--- src/sv/rx_ring_packet_dequeue_assert.svh ---
// ----------------------------------------------------------------------------
// Assertion macros for the receive ring dequeue block
// Shared property templates, clocked on the rising edge and held off in reset.
// ----------------------------------------------------------------------------
`ifndef RX_RING_PACKET_DEQUEUE_ASSERT_SVH
`define RX_RING_PACKET_DEQUEUE_ASSERT_SVH

// The consequent must hold in the same cycle as the antecedent.
`define RXPD_ASSERT_SAME(lbl, clk, rstn, ante, cons) \
    lbl: assert property (@(posedge clk) disable iff (!rstn) (ante) |-> (cons)) \
        else $error("rxpd assertion failed");

// The consequent must hold in the cycle after the antecedent.
`define RXPD_ASSERT_NEXT(lbl, clk, rstn, ante, cons) \
    lbl: assert property (@(posedge clk) disable iff (!rstn) (ante) |=> (cons)) \
        else $error("rxpd assertion failed");

`endif

--- src/sv/rxpd_pkg.sv ---
// ----------------------------------------------------------------------------
// rxpd_pkg
// Types and constants shared by the receive ring dequeue block.
// ----------------------------------------------------------------------------
`timescale 1ns / 1ps
`default_nettype none

package rxpd_pkg;

    localparam int PAGE_BYTES   = 256;
    localparam int HEADER_BYTES = 4;
    localparam int SPAN_W       = $clog2(255 * PAGE_BYTES + 1);

    localparam int CFG_DATA_W = 16;
    localparam int CFG_IDX_W  = 2;

    localparam logic [CFG_IDX_W-1:0] REG_RING_START = 2'd0;
    localparam logic [CFG_IDX_W-1:0] REG_RING_STOP  = 2'd1;
    localparam logic [CFG_IDX_W-1:0] REG_MIN_FRAME  = 2'd2;
    localparam logic [CFG_IDX_W-1:0] REG_MAX_FRAME  = 2'd3;

    typedef enum logic [1:0] {
        OUT_EMPTY     = 2'd0,
        OUT_BAD       = 2'd1,
        OUT_SIZE_ONLY = 2'd2,
        OUT_READ      = 2'd3
    } rxpd_outcome_t;

    typedef struct packed {
        logic [7:0]  ring_start_page;
        logic [7:0]  ring_stop_page;
        logic [15:0] min_frame_bytes;
        logic [15:0] max_frame_bytes;
    } rxpd_cfg_t;

    typedef struct packed {
        logic [7:0]  write_page;
        logic [7:0]  boundary_page;
        logic [7:0]  header_status;
        logic [7:0]  header_next_page;
        logic [15:0] header_byte_count;
        logic        buffer_present;
        logic [15:0] buffer_bytes;
    } rxpd_in_t;

    typedef struct packed {
        rxpd_outcome_t outcome;
        logic [15:0]   packet_bytes;
        logic [15:0]   first_address;
        logic [15:0]   first_length;
        logic [15:0]   second_address;
        logic [15:0]   second_length;
        logic          boundary_write;
        logic [7:0]    new_boundary;
    } rxpd_out_t;

    // Decode stage one: page resolved, size and boundary formed.
    typedef struct packed {
        logic [7:0]  page;
        logic [7:0]  write_page;
        logic [15:0] size;
        logic        status_ok;
        logic        buffer_present;
        logic [15:0] buffer_bytes;
        logic [7:0]  new_boundary;
    } rxpd_st1_t;

    // Decode stage two: outcome chosen, room and addresses formed.
    typedef struct packed {
        rxpd_outcome_t outcome;
        logic [15:0]   size;
        logic [15:0]   room;
        logic [15:0]   first_address;
        logic [15:0]   second_base;
        logic [7:0]    new_boundary;
    } rxpd_st2_t;

endpackage

`default_nettype wire

--- src/sv/rxpd_cfg.sv ---
// ----------------------------------------------------------------------------
// rxpd_cfg
// Configuration register file with write-only access and reset defaults.
// ----------------------------------------------------------------------------
`timescale 1ns / 1ps
`default_nettype none

module rxpd_cfg (
    input  wire logic                             aclk,
    input  wire logic                             aresetn,
    input  wire logic                             cfg_we,
    input  wire logic [rxpd_pkg::CFG_IDX_W-1:0]   cfg_index,
    input  wire logic [rxpd_pkg::CFG_DATA_W-1:0]  cfg_wdata,
    output rxpd_pkg::rxpd_cfg_t                   cfg
);
    import rxpd_pkg::*;

    rxpd_cfg_t cfg_reg;

    always_ff @(posedge aclk) begin
        if (!aresetn) begin
            cfg_reg.ring_start_page <= 8'd70;
            cfg_reg.ring_stop_page  <= 8'd128;
            cfg_reg.min_frame_bytes <= 16'd60;
            cfg_reg.max_frame_bytes <= 16'd1514;
        end else if (cfg_we) begin
            unique case (cfg_index)
                REG_RING_START: cfg_reg.ring_start_page <= cfg_wdata[7:0];
                REG_RING_STOP:  cfg_reg.ring_stop_page  <= cfg_wdata[7:0];
                REG_MIN_FRAME:  cfg_reg.min_frame_bytes <= cfg_wdata;
                REG_MAX_FRAME:  cfg_reg.max_frame_bytes <= cfg_wdata;
                default: begin
                end
            endcase
        end
    end

    assign cfg = cfg_reg;

endmodule

`default_nettype wire

--- src/sv/rxpd_decode.sv ---
// ----------------------------------------------------------------------------
// rxpd_decode
// First two pipeline stages: page wrap, size, outcome class and ring room.
// ----------------------------------------------------------------------------
`timescale 1ns / 1ps
`default_nettype none

module rxpd_decode (
    input  wire logic                aclk,
    input  wire logic                aresetn,
    input  wire rxpd_pkg::rxpd_cfg_t cfg,
    input  wire logic                i_valid,
    output logic                     i_ready,
    input  wire rxpd_pkg::rxpd_in_t  i_item,
    output logic                     o_valid,
    input  wire logic                o_ready,
    output rxpd_pkg::rxpd_st2_t      o_item
);
    import rxpd_pkg::*;

    logic      v1_reg;
    logic      v2_reg;
    rxpd_st1_t st1_reg;
    rxpd_st1_t st1_next;
    rxpd_st2_t st2_reg;
    rxpd_st2_t st2_next;
    logic      ready1;
    logic      ready2;

    logic [7:0]        page_inc;
    logic [7:0]        nb_dec;
    logic              empty;
    logic              bad;
    logic              short_buf;
    logic [7:0]        page_diff;
    logic [SPAN_W-1:0] span;

    assign ready2  = !v2_reg || o_ready;
    assign ready1  = !v1_reg || ready2;
    assign i_ready = ready1;

    always_comb begin
        page_inc = i_item.boundary_page + 8'd1;
        nb_dec   = i_item.header_next_page - 8'd1;
        st1_next.page = (page_inc == cfg.ring_stop_page) ? cfg.ring_start_page : page_inc;
        st1_next.write_page     = i_item.write_page;
        st1_next.size           = i_item.header_byte_count - 16'(HEADER_BYTES);
        st1_next.status_ok      = i_item.header_status[0];
        st1_next.buffer_present = i_item.buffer_present;
        st1_next.buffer_bytes   = i_item.buffer_bytes;
        st1_next.new_boundary   = (nb_dec < cfg.ring_start_page) ?
                                  (cfg.ring_stop_page - 8'd1) : nb_dec;
    end

    always_comb begin
        empty = (st1_reg.page == st1_reg.write_page);
        bad   = (st1_reg.size < cfg.min_frame_bytes) ||
                (st1_reg.size > cfg.max_frame_bytes) || !st1_reg.status_ok;
        short_buf = !st1_reg.buffer_present || (st1_reg.buffer_bytes < st1_reg.size);

        priority if (empty) begin
            st2_next.outcome = OUT_EMPTY;
        end else if (bad) begin
            st2_next.outcome = OUT_BAD;
        end else if (short_buf) begin
            st2_next.outcome = OUT_SIZE_ONLY;
        end else begin
            st2_next.outcome = OUT_READ;
        end

        page_diff = cfg.ring_stop_page - st1_reg.page;
        span      = SPAN_W'(page_diff) * SPAN_W'(PAGE_BYTES);
        if ((cfg.ring_stop_page > st1_reg.page) && (span > SPAN_W'(HEADER_BYTES))) begin
            st2_next.room = 16'(span - SPAN_W'(HEADER_BYTES));
        end else begin
            st2_next.room = 16'd0;
        end

        st2_next.size          = st1_reg.size;
        st2_next.first_address = 16'(16'(st1_reg.page) * 16'(PAGE_BYTES)) +
                                 16'(HEADER_BYTES);
        st2_next.second_base   = 16'(16'(cfg.ring_start_page) * 16'(PAGE_BYTES));
        st2_next.new_boundary  = st1_reg.new_boundary;
    end

    always_ff @(posedge aclk) begin
        if (!aresetn) begin
            v1_reg <= 1'b0;
            v2_reg <= 1'b0;
        end else begin
            if (ready1) begin
                v1_reg <= i_valid;
            end
            if (ready2) begin
                v2_reg <= v1_reg;
            end
        end
    end

    always_ff @(posedge aclk) begin
        if (ready1 && i_valid) begin
            st1_reg <= st1_next;
        end
        if (ready2 && v1_reg) begin
            st2_reg <= st2_next;
        end
    end

    assign o_valid = v2_reg;
    assign o_item  = st2_reg;

endmodule

`default_nettype wire

--- src/sv/rxpd_segment.sv ---
// ----------------------------------------------------------------------------
// rxpd_segment
// Final pipeline stage: splits the read at the ring end and holds the result.
// ----------------------------------------------------------------------------
`timescale 1ns / 1ps
`default_nettype none

module rxpd_segment (
    input  wire logic                aclk,
    input  wire logic                aresetn,
    input  wire logic                i_valid,
    output logic                     i_ready,
    input  wire rxpd_pkg::rxpd_st2_t i_item,
    output logic                     o_valid,
    input  wire logic                o_ready,
    output rxpd_pkg::rxpd_out_t      o_item
);
    import rxpd_pkg::*;

    logic      v3_reg;
    rxpd_out_t out_reg;
    rxpd_out_t out_next;
    logic      ready3;
    logic      wraps;

    assign ready3  = !v3_reg || o_ready;
    assign i_ready = ready3;

    always_comb begin
        wraps    = (i_item.size > i_item.room);
        out_next = '0;
        out_next.outcome = i_item.outcome;
        if (i_item.outcome != OUT_EMPTY) begin
            out_next.packet_bytes = i_item.size;
        end
        if (i_item.outcome == OUT_READ) begin
            out_next.first_address  = i_item.first_address;
            out_next.boundary_write = 1'b1;
            out_next.new_boundary   = i_item.new_boundary;
            if (wraps) begin
                out_next.first_length   = i_item.room;
                out_next.second_length  = i_item.size - i_item.room;
                out_next.second_address = i_item.second_base;
            end else begin
                out_next.first_length = i_item.size;
            end
        end
    end

    always_ff @(posedge aclk) begin
        if (!aresetn) begin
            v3_reg <= 1'b0;
        end else if (ready3) begin
            v3_reg <= i_valid;
        end
    end

    always_ff @(posedge aclk) begin
        if (ready3 && i_valid) begin
            out_reg <= out_next;
        end
    end

    assign o_valid = v3_reg;
    assign o_item  = out_reg;

endmodule

`default_nettype wire

--- src/sv/rx_ring_packet_dequeue.sv ---
// ----------------------------------------------------------------------------
// rx_ring_packet_dequeue
// Decides one dequeue from a paged receive ring per item: empty, bad packet,
// size only, or a one- or two-segment read with a new boundary page.
// ----------------------------------------------------------------------------
//  Channel   Ports                         Direction  Contents
//  input     s_valid, s_ready, s_item      in         ring pointers, header, buffer
//  result    m_valid, m_ready, m_item      out        outcome, segments, boundary
//  config    cfg_we, cfg_index, cfg_wdata  in         ring pages, frame size limits
//
//  An accepted item passes through three pipeline registers to its result on m_item.
//  One item is accepted per cycle while the pipeline is not stalled.
//  Each stage advances when it is empty or the stage after it moves on, so a
//  low m_ready stalls the pipeline back to s_ready without losing an item.
//  Reset is synchronous; it clears the stage valid bits and loads the register
//  defaults.
// ----------------------------------------------------------------------------
`timescale 1ns / 1ps
`default_nettype none

module rx_ring_packet_dequeue (
    input  wire logic                             aclk,
    input  wire logic                             aresetn,
    input  wire logic                             s_valid,
    output logic                                  s_ready,
    input  wire rxpd_pkg::rxpd_in_t               s_item,
    output logic                                  m_valid,
    input  wire logic                             m_ready,
    output rxpd_pkg::rxpd_out_t                   m_item,
    input  wire logic                             cfg_we,
    input  wire logic [rxpd_pkg::CFG_IDX_W-1:0]   cfg_index,
    input  wire logic [rxpd_pkg::CFG_DATA_W-1:0]  cfg_wdata
);
    import rxpd_pkg::*;

`include "rx_ring_packet_dequeue_assert.svh"

    rxpd_cfg_t cfg;
    rxpd_st2_t dec_item;
    logic      dec_valid;
    logic      dec_ready;

    rxpd_cfg u_cfg (
        .aclk      (aclk),
        .aresetn   (aresetn),
        .cfg_we    (cfg_we),
        .cfg_index (cfg_index),
        .cfg_wdata (cfg_wdata),
        .cfg       (cfg)
    );

    rxpd_decode u_decode (
        .aclk    (aclk),
        .aresetn (aresetn),
        .cfg     (cfg),
        .i_valid (s_valid),
        .i_ready (s_ready),
        .i_item  (s_item),
        .o_valid (dec_valid),
        .o_ready (dec_ready),
        .o_item  (dec_item)
    );

    rxpd_segment u_segment (
        .aclk    (aclk),
        .aresetn (aresetn),
        .i_valid (dec_valid),
        .i_ready (dec_ready),
        .i_item  (dec_item),
        .o_valid (m_valid),
        .o_ready (m_ready),
        .o_item  (m_item)
    );

    // An empty ring reports nothing beyond its outcome.
    `RXPD_ASSERT_SAME(a_empty_zero, aclk, aresetn,
        m_valid && (m_item.outcome == OUT_EMPTY),
        (m_item.packet_bytes == 16'd0) && (m_item.first_length == 16'd0) &&
        !m_item.boundary_write)
    // Only a packet that is read moves the boundary.
    `RXPD_ASSERT_SAME(a_bnd_only_read, aclk, aresetn,
        m_valid && (m_item.outcome != OUT_READ),
        !m_item.boundary_write && (m_item.second_length == 16'd0))
    // The two segments together cover the whole payload.
    `RXPD_ASSERT_SAME(a_seg_sum, aclk, aresetn,
        m_valid && (m_item.outcome == OUT_READ),
        (17'(m_item.first_length) + 17'(m_item.second_length)) ==
        17'(m_item.packet_bytes))
    // A stalled decode output keeps the final stage full.
    `RXPD_ASSERT_NEXT(a_stall_hold, aclk, aresetn, dec_valid && !dec_ready, m_valid)

endmodule

`default_nettype wire

--- config.mk ---
export PLATFORM = sky130hd
export DESIGN_NAME = rx_ring_packet_dequeue
export DESIGN_NICKNAME = d
export VERILOG_FILES = /design/src/sv/rxpd_pkg.sv /design/src/sv/rxpd_cfg.sv /design/src/sv/rxpd_decode.sv /design/src/sv/rxpd_segment.sv /design/src/sv/rx_ring_packet_dequeue.sv
export VERILOG_INCLUDE_DIRS = /design/src /design/src/sv
export SDC_FILE = /design/constraint.sdc
export NUM_CORES = 1
export LEC_CHECK = 0
export BUFFER_PORTS_ARGS = -buffer_cell sky130_fd_sc_hd__buf_2
export CAP_MARGIN = 20
export CORE_MARGIN = 2
export CORE_UTILIZATION = 57
export DETAILED_ROUTE_END_ITERATION = 8
export GPL_ROUTABILITY_DRIVEN = 1
export PLACE_DENSITY = 0.86
export SLEW_MARGIN = 20
export SYNTH_ARGS = -nofsm -noshare
export SYNTH_HDL_FRONTEND = slang
export SYNTH_SLANG_ARGS = --single-unit
--- constraint.sdc ---
create_clock -name aclk -period 6.65 [get_ports aclk]
set_clock_uncertainty 0.2 [all_clocks]
set_input_delay 1.33 -clock aclk [delete_from_list [all_inputs] [get_ports aclk]]
set_output_delay 1.33 -clock aclk [all_outputs]
set_load 0.05 [all_outputs]
==> impl_metrics.env <==
export IMPL_cp_start_kind="input port"
export IMPL_insertion_delay_ns=0.50
export IMPL_yosysTopAreaCellShare_pct=46.80
export IMPL_ys_async_sr_fraction_pct=0
export IMPL_hold_violations=0
export IMPL_yosysTopAreaCell="edfxtp_1"
export IMPL_ant_nets=0
export IMPL_yosys_warnings=0
export IMPL_grt_pass1_vias=8133
export IMPL_holdBufCountCts=0
export IMPL_synthMuxAreaShare_pct=2.424
export IMPL_synthFlopType="edfxtp_1"
export IMPL_area_growth_syn_to_layout_pct=14.41
export IMPL_powerDensity_nw_per_um2=251.4
export IMPL_ys_ff_latch=236
export IMPL_cp_data_arrival_time_ns=2.42
export IMPL_clock_path_buffers=3
export IMPL_route_detailed_drc=0
export IMPL_maxCapViolCount=0
export IMPL_grt_pass1_wl_mm=41.22
export IMPL_cpMaxStageDelayCell="nor2b_1"
export IMPL_detail_route_wl_per_cell_um=17.78
export IMPL_rsz0062_at_grt="false"
export IMPL_synth_cells=1037
export IMPL_antenna_found_initial=0
export IMPL_drt_pass1_iter_count=5
export IMPL_slew_headroom_pct=35.68
export IMPL_drive_gt1_share_pct=17.93
export IMPL_postCtsResizedCells=0
export IMPL_die_h_um=148.3
export IMPL_fin_setup_tns_ns=0
export IMPL_hold_worst_slack_ns=0.2202
export IMPL_synth_edf_count=185
export IMPL_peakVddDrop_uv=174.5
export IMPL_via_per_inst=5.734
export IMPL_gp_congestion=0.9064
export IMPL_status="finished clean"
export IMPL_critPathMaxFanout=6
export IMPL_fmax_mhz=253.1
export IMPL_critPathMaxStageDelay_ns=0.57
export IMPL_post_cts_buffers=0
export IMPL_cts_sink_count=236
export IMPL_syn_cell_area_um2=11870
export IMPL_syn_area_per_cell_um2=11.45
export IMPL_synth_xor_area_share_pct=3.984
export IMPL_p_leak_nw=5.681
export IMPL_period_share_pct=59.41
export IMPL_power_frac_seq_pct=50.8
export IMPL_finalNetCount=1364
export IMPL_end_kind="output pin"
export IMPL_power_frac_comb_pct=14.4
export IMPL_ys_seq_area_share_pct=55.40
export IMPL_vias=8487
export IMPL_worst_r2r_setup_slack_ns=3.21
export IMPL_ys_types=66
export IMPL_drv_slew=0
export IMPL_critPathBufInv=2
export IMPL_die_x_um=148.3
export IMPL_crit_chain="buf_2 -> nor2b_1 -> nand3_1 -> buf_2"
export IMPL_power_switching_mw=0.8766
export IMPL_critPathTopFamily="simple AND/OR/NAND/NOR gates"
export IMPL_p_sw_share_pct=25.67
export IMPL_rows=52
export IMPL_worstPathRequired_ns=5.12
export IMPL_port_buffers=158
export IMPL_synth_top_family_by_area="simple AND/OR/NAND/NOR gates"
export IMPL_antenna_cells=0
export IMPL_core_um2=20360
export IMPL_cts_root_buf="clkbuf_16"
export IMPL_finalCriticalPeriod_ns=3.951
export IMPL_htreeDepth=1
export IMPL_clockPowerShare_pct=34.7
export IMPL_hold_class="reg2reg"
export IMPL_cts_made_buffers=23
export IMPL_tightest_slew_ns=0.9648
export IMPL_synth_area_leaders="edfxtp_1 (47%), dfxtp_1 (8.6%), ha_1 (8.4%)"
export IMPL_start_util_pct=58.29
export IMPL_yosys_area_share_simple_pct=13.71
export IMPL_critical_path_class="in2out"
export IMPL_wl_mm=26.31
export IMPL_grt_overflow_total=0
export IMPL_largest_reg_flops=76
export IMPL_stdcell_area_um2=13580
export IMPL_track_usage_pct=23.55
export IMPL_grt_max_degree=77
export IMPL_cts_tree="built"
export IMPL_setup_viol=0
export IMPL_synth_compound_area_share_pct=10.75
export IMPL_clkTransAtPathRegs_ns=0.06
export IMPL_place_hpwl_mm=18.93
export IMPL_p_int_mw=2.538
export IMPL_drtIter0Drc=799
export IMPL_ios=181
export IMPL_synthAdderAreaFrac_pct=8.853
export IMPL_placed_area_um2=12890
export IMPL_dieArea_um2=22000
export IMPL_power_mw=3.415
export IMPL_crit_top_cell="buf_2"
## stage by stage
step	std cells	setup WS, ns	utilization, %
global placement	1439	2.636	63.31
finish	1480	2.699	66.69
global route	1480	2.602	66.69
detailed placement	1439	2.623	63.31
floorplan	1051	0.7562	-
CTS	1480	2.702	66.68
## placed cells by master (no fill, tap or decap), types with 19 or more instances in the layout
cell | netlist | routed
a21boi_0 | 27 | 26
a21o_1 | 21 | 21
a21oi_1 | 43 | 43
and3_1 | 24 | 24
buf_2 | 1 | 158
clkbuf_16 | 0 | 23
dfxtp_1 | 51 | 51
edfxtp_1 | 185 | 185
ha_1 | 80 | 80
inv_1 | 92 | 92
mux2i_1 | 19 | 19
nand2_1 | 95 | 95
nand3_1 | 26 | 26
nor2_1 | 41 | 40
nor2b_1 | 35 | 34
nor3_1 | 19 | 19
o21ai_0 | 24 | 24
xnor2_1 | 23 | 23
xor2_1 | 31 | 31
## metal layers
metal,wire (µm),track usage [%]
met3,2110,4.387
met5,0,0
met2,12360,38.47
met1,11000,31.94
met4,837,8.095
## layout make-up
class,instances,area (µm²)
fill,1457,6783
sequential,236,6576
multi-input combinational,678,4808
timing repair buffer,163,828.3
clock buffer,34,649.4
inverter,92,345.3
tap,270,337.8
clock inverter,7,36.28
## worst paths after layout
path | start | end | cells after the start
worst min register to register | u_decode.st1_reg[2] | u_decode.o_item[2] | 0
worst max-delay path | m_ready | s_ready | 4
worst min-delay path | u_decode.st1_reg[2] | u_decode.o_item[2] | 0
worst max register to register | u_cfg.cfg[32] | u_decode.o_item[48] | 10
## power groups by stage
stage               combinational, mW  sequential (mW)  clock [mW]
floorplan                       0.320             1.79           0
global placement                0.460             1.76           0
detailed placement              0.483             1.76           0
CTS                             0.489             1.73        1.20
global route                    0.543             1.74        1.27
finish                          0.493             1.74        1.19
## cell families after synthesis
logic type,count (synthesis)
simple gates,314
fa+ha+maj,83
compound gates,185
other cells,1
xor+xnor,54
mux,27
buf+inv,137
flops,236
## cells in the mapped netlist (all sizes together), types with 2 or more instances
cell type and n:
a211oi 7, clkbuf 26, xor2 31, fa 2
o21a 7, ha 80, o31ai 2, nand2b 5
and3b 4, nand2 95, edfxtp 185, o41ai 2
or3 5, a31oi 2, nor4 8, dfxtp 51
a21oi 43, and4 4, nand3 26, o211ai 18
xnor2 23, nor3b 5, a22o 6, a221oi 2
nor3 20, inv 92, nand3b 7, a21o 21
and3 24, nor2b 35, mux2 8, and2 16
o31a 3, or3b 2, o2111ai 4, a21boi 27
or2 3, mux2i 19, nor2 41, buf 19
o221ai 2, nand4 12, o21ai 27, a221o 2
o22ai 2
Power figures use the tool's default switching activity.
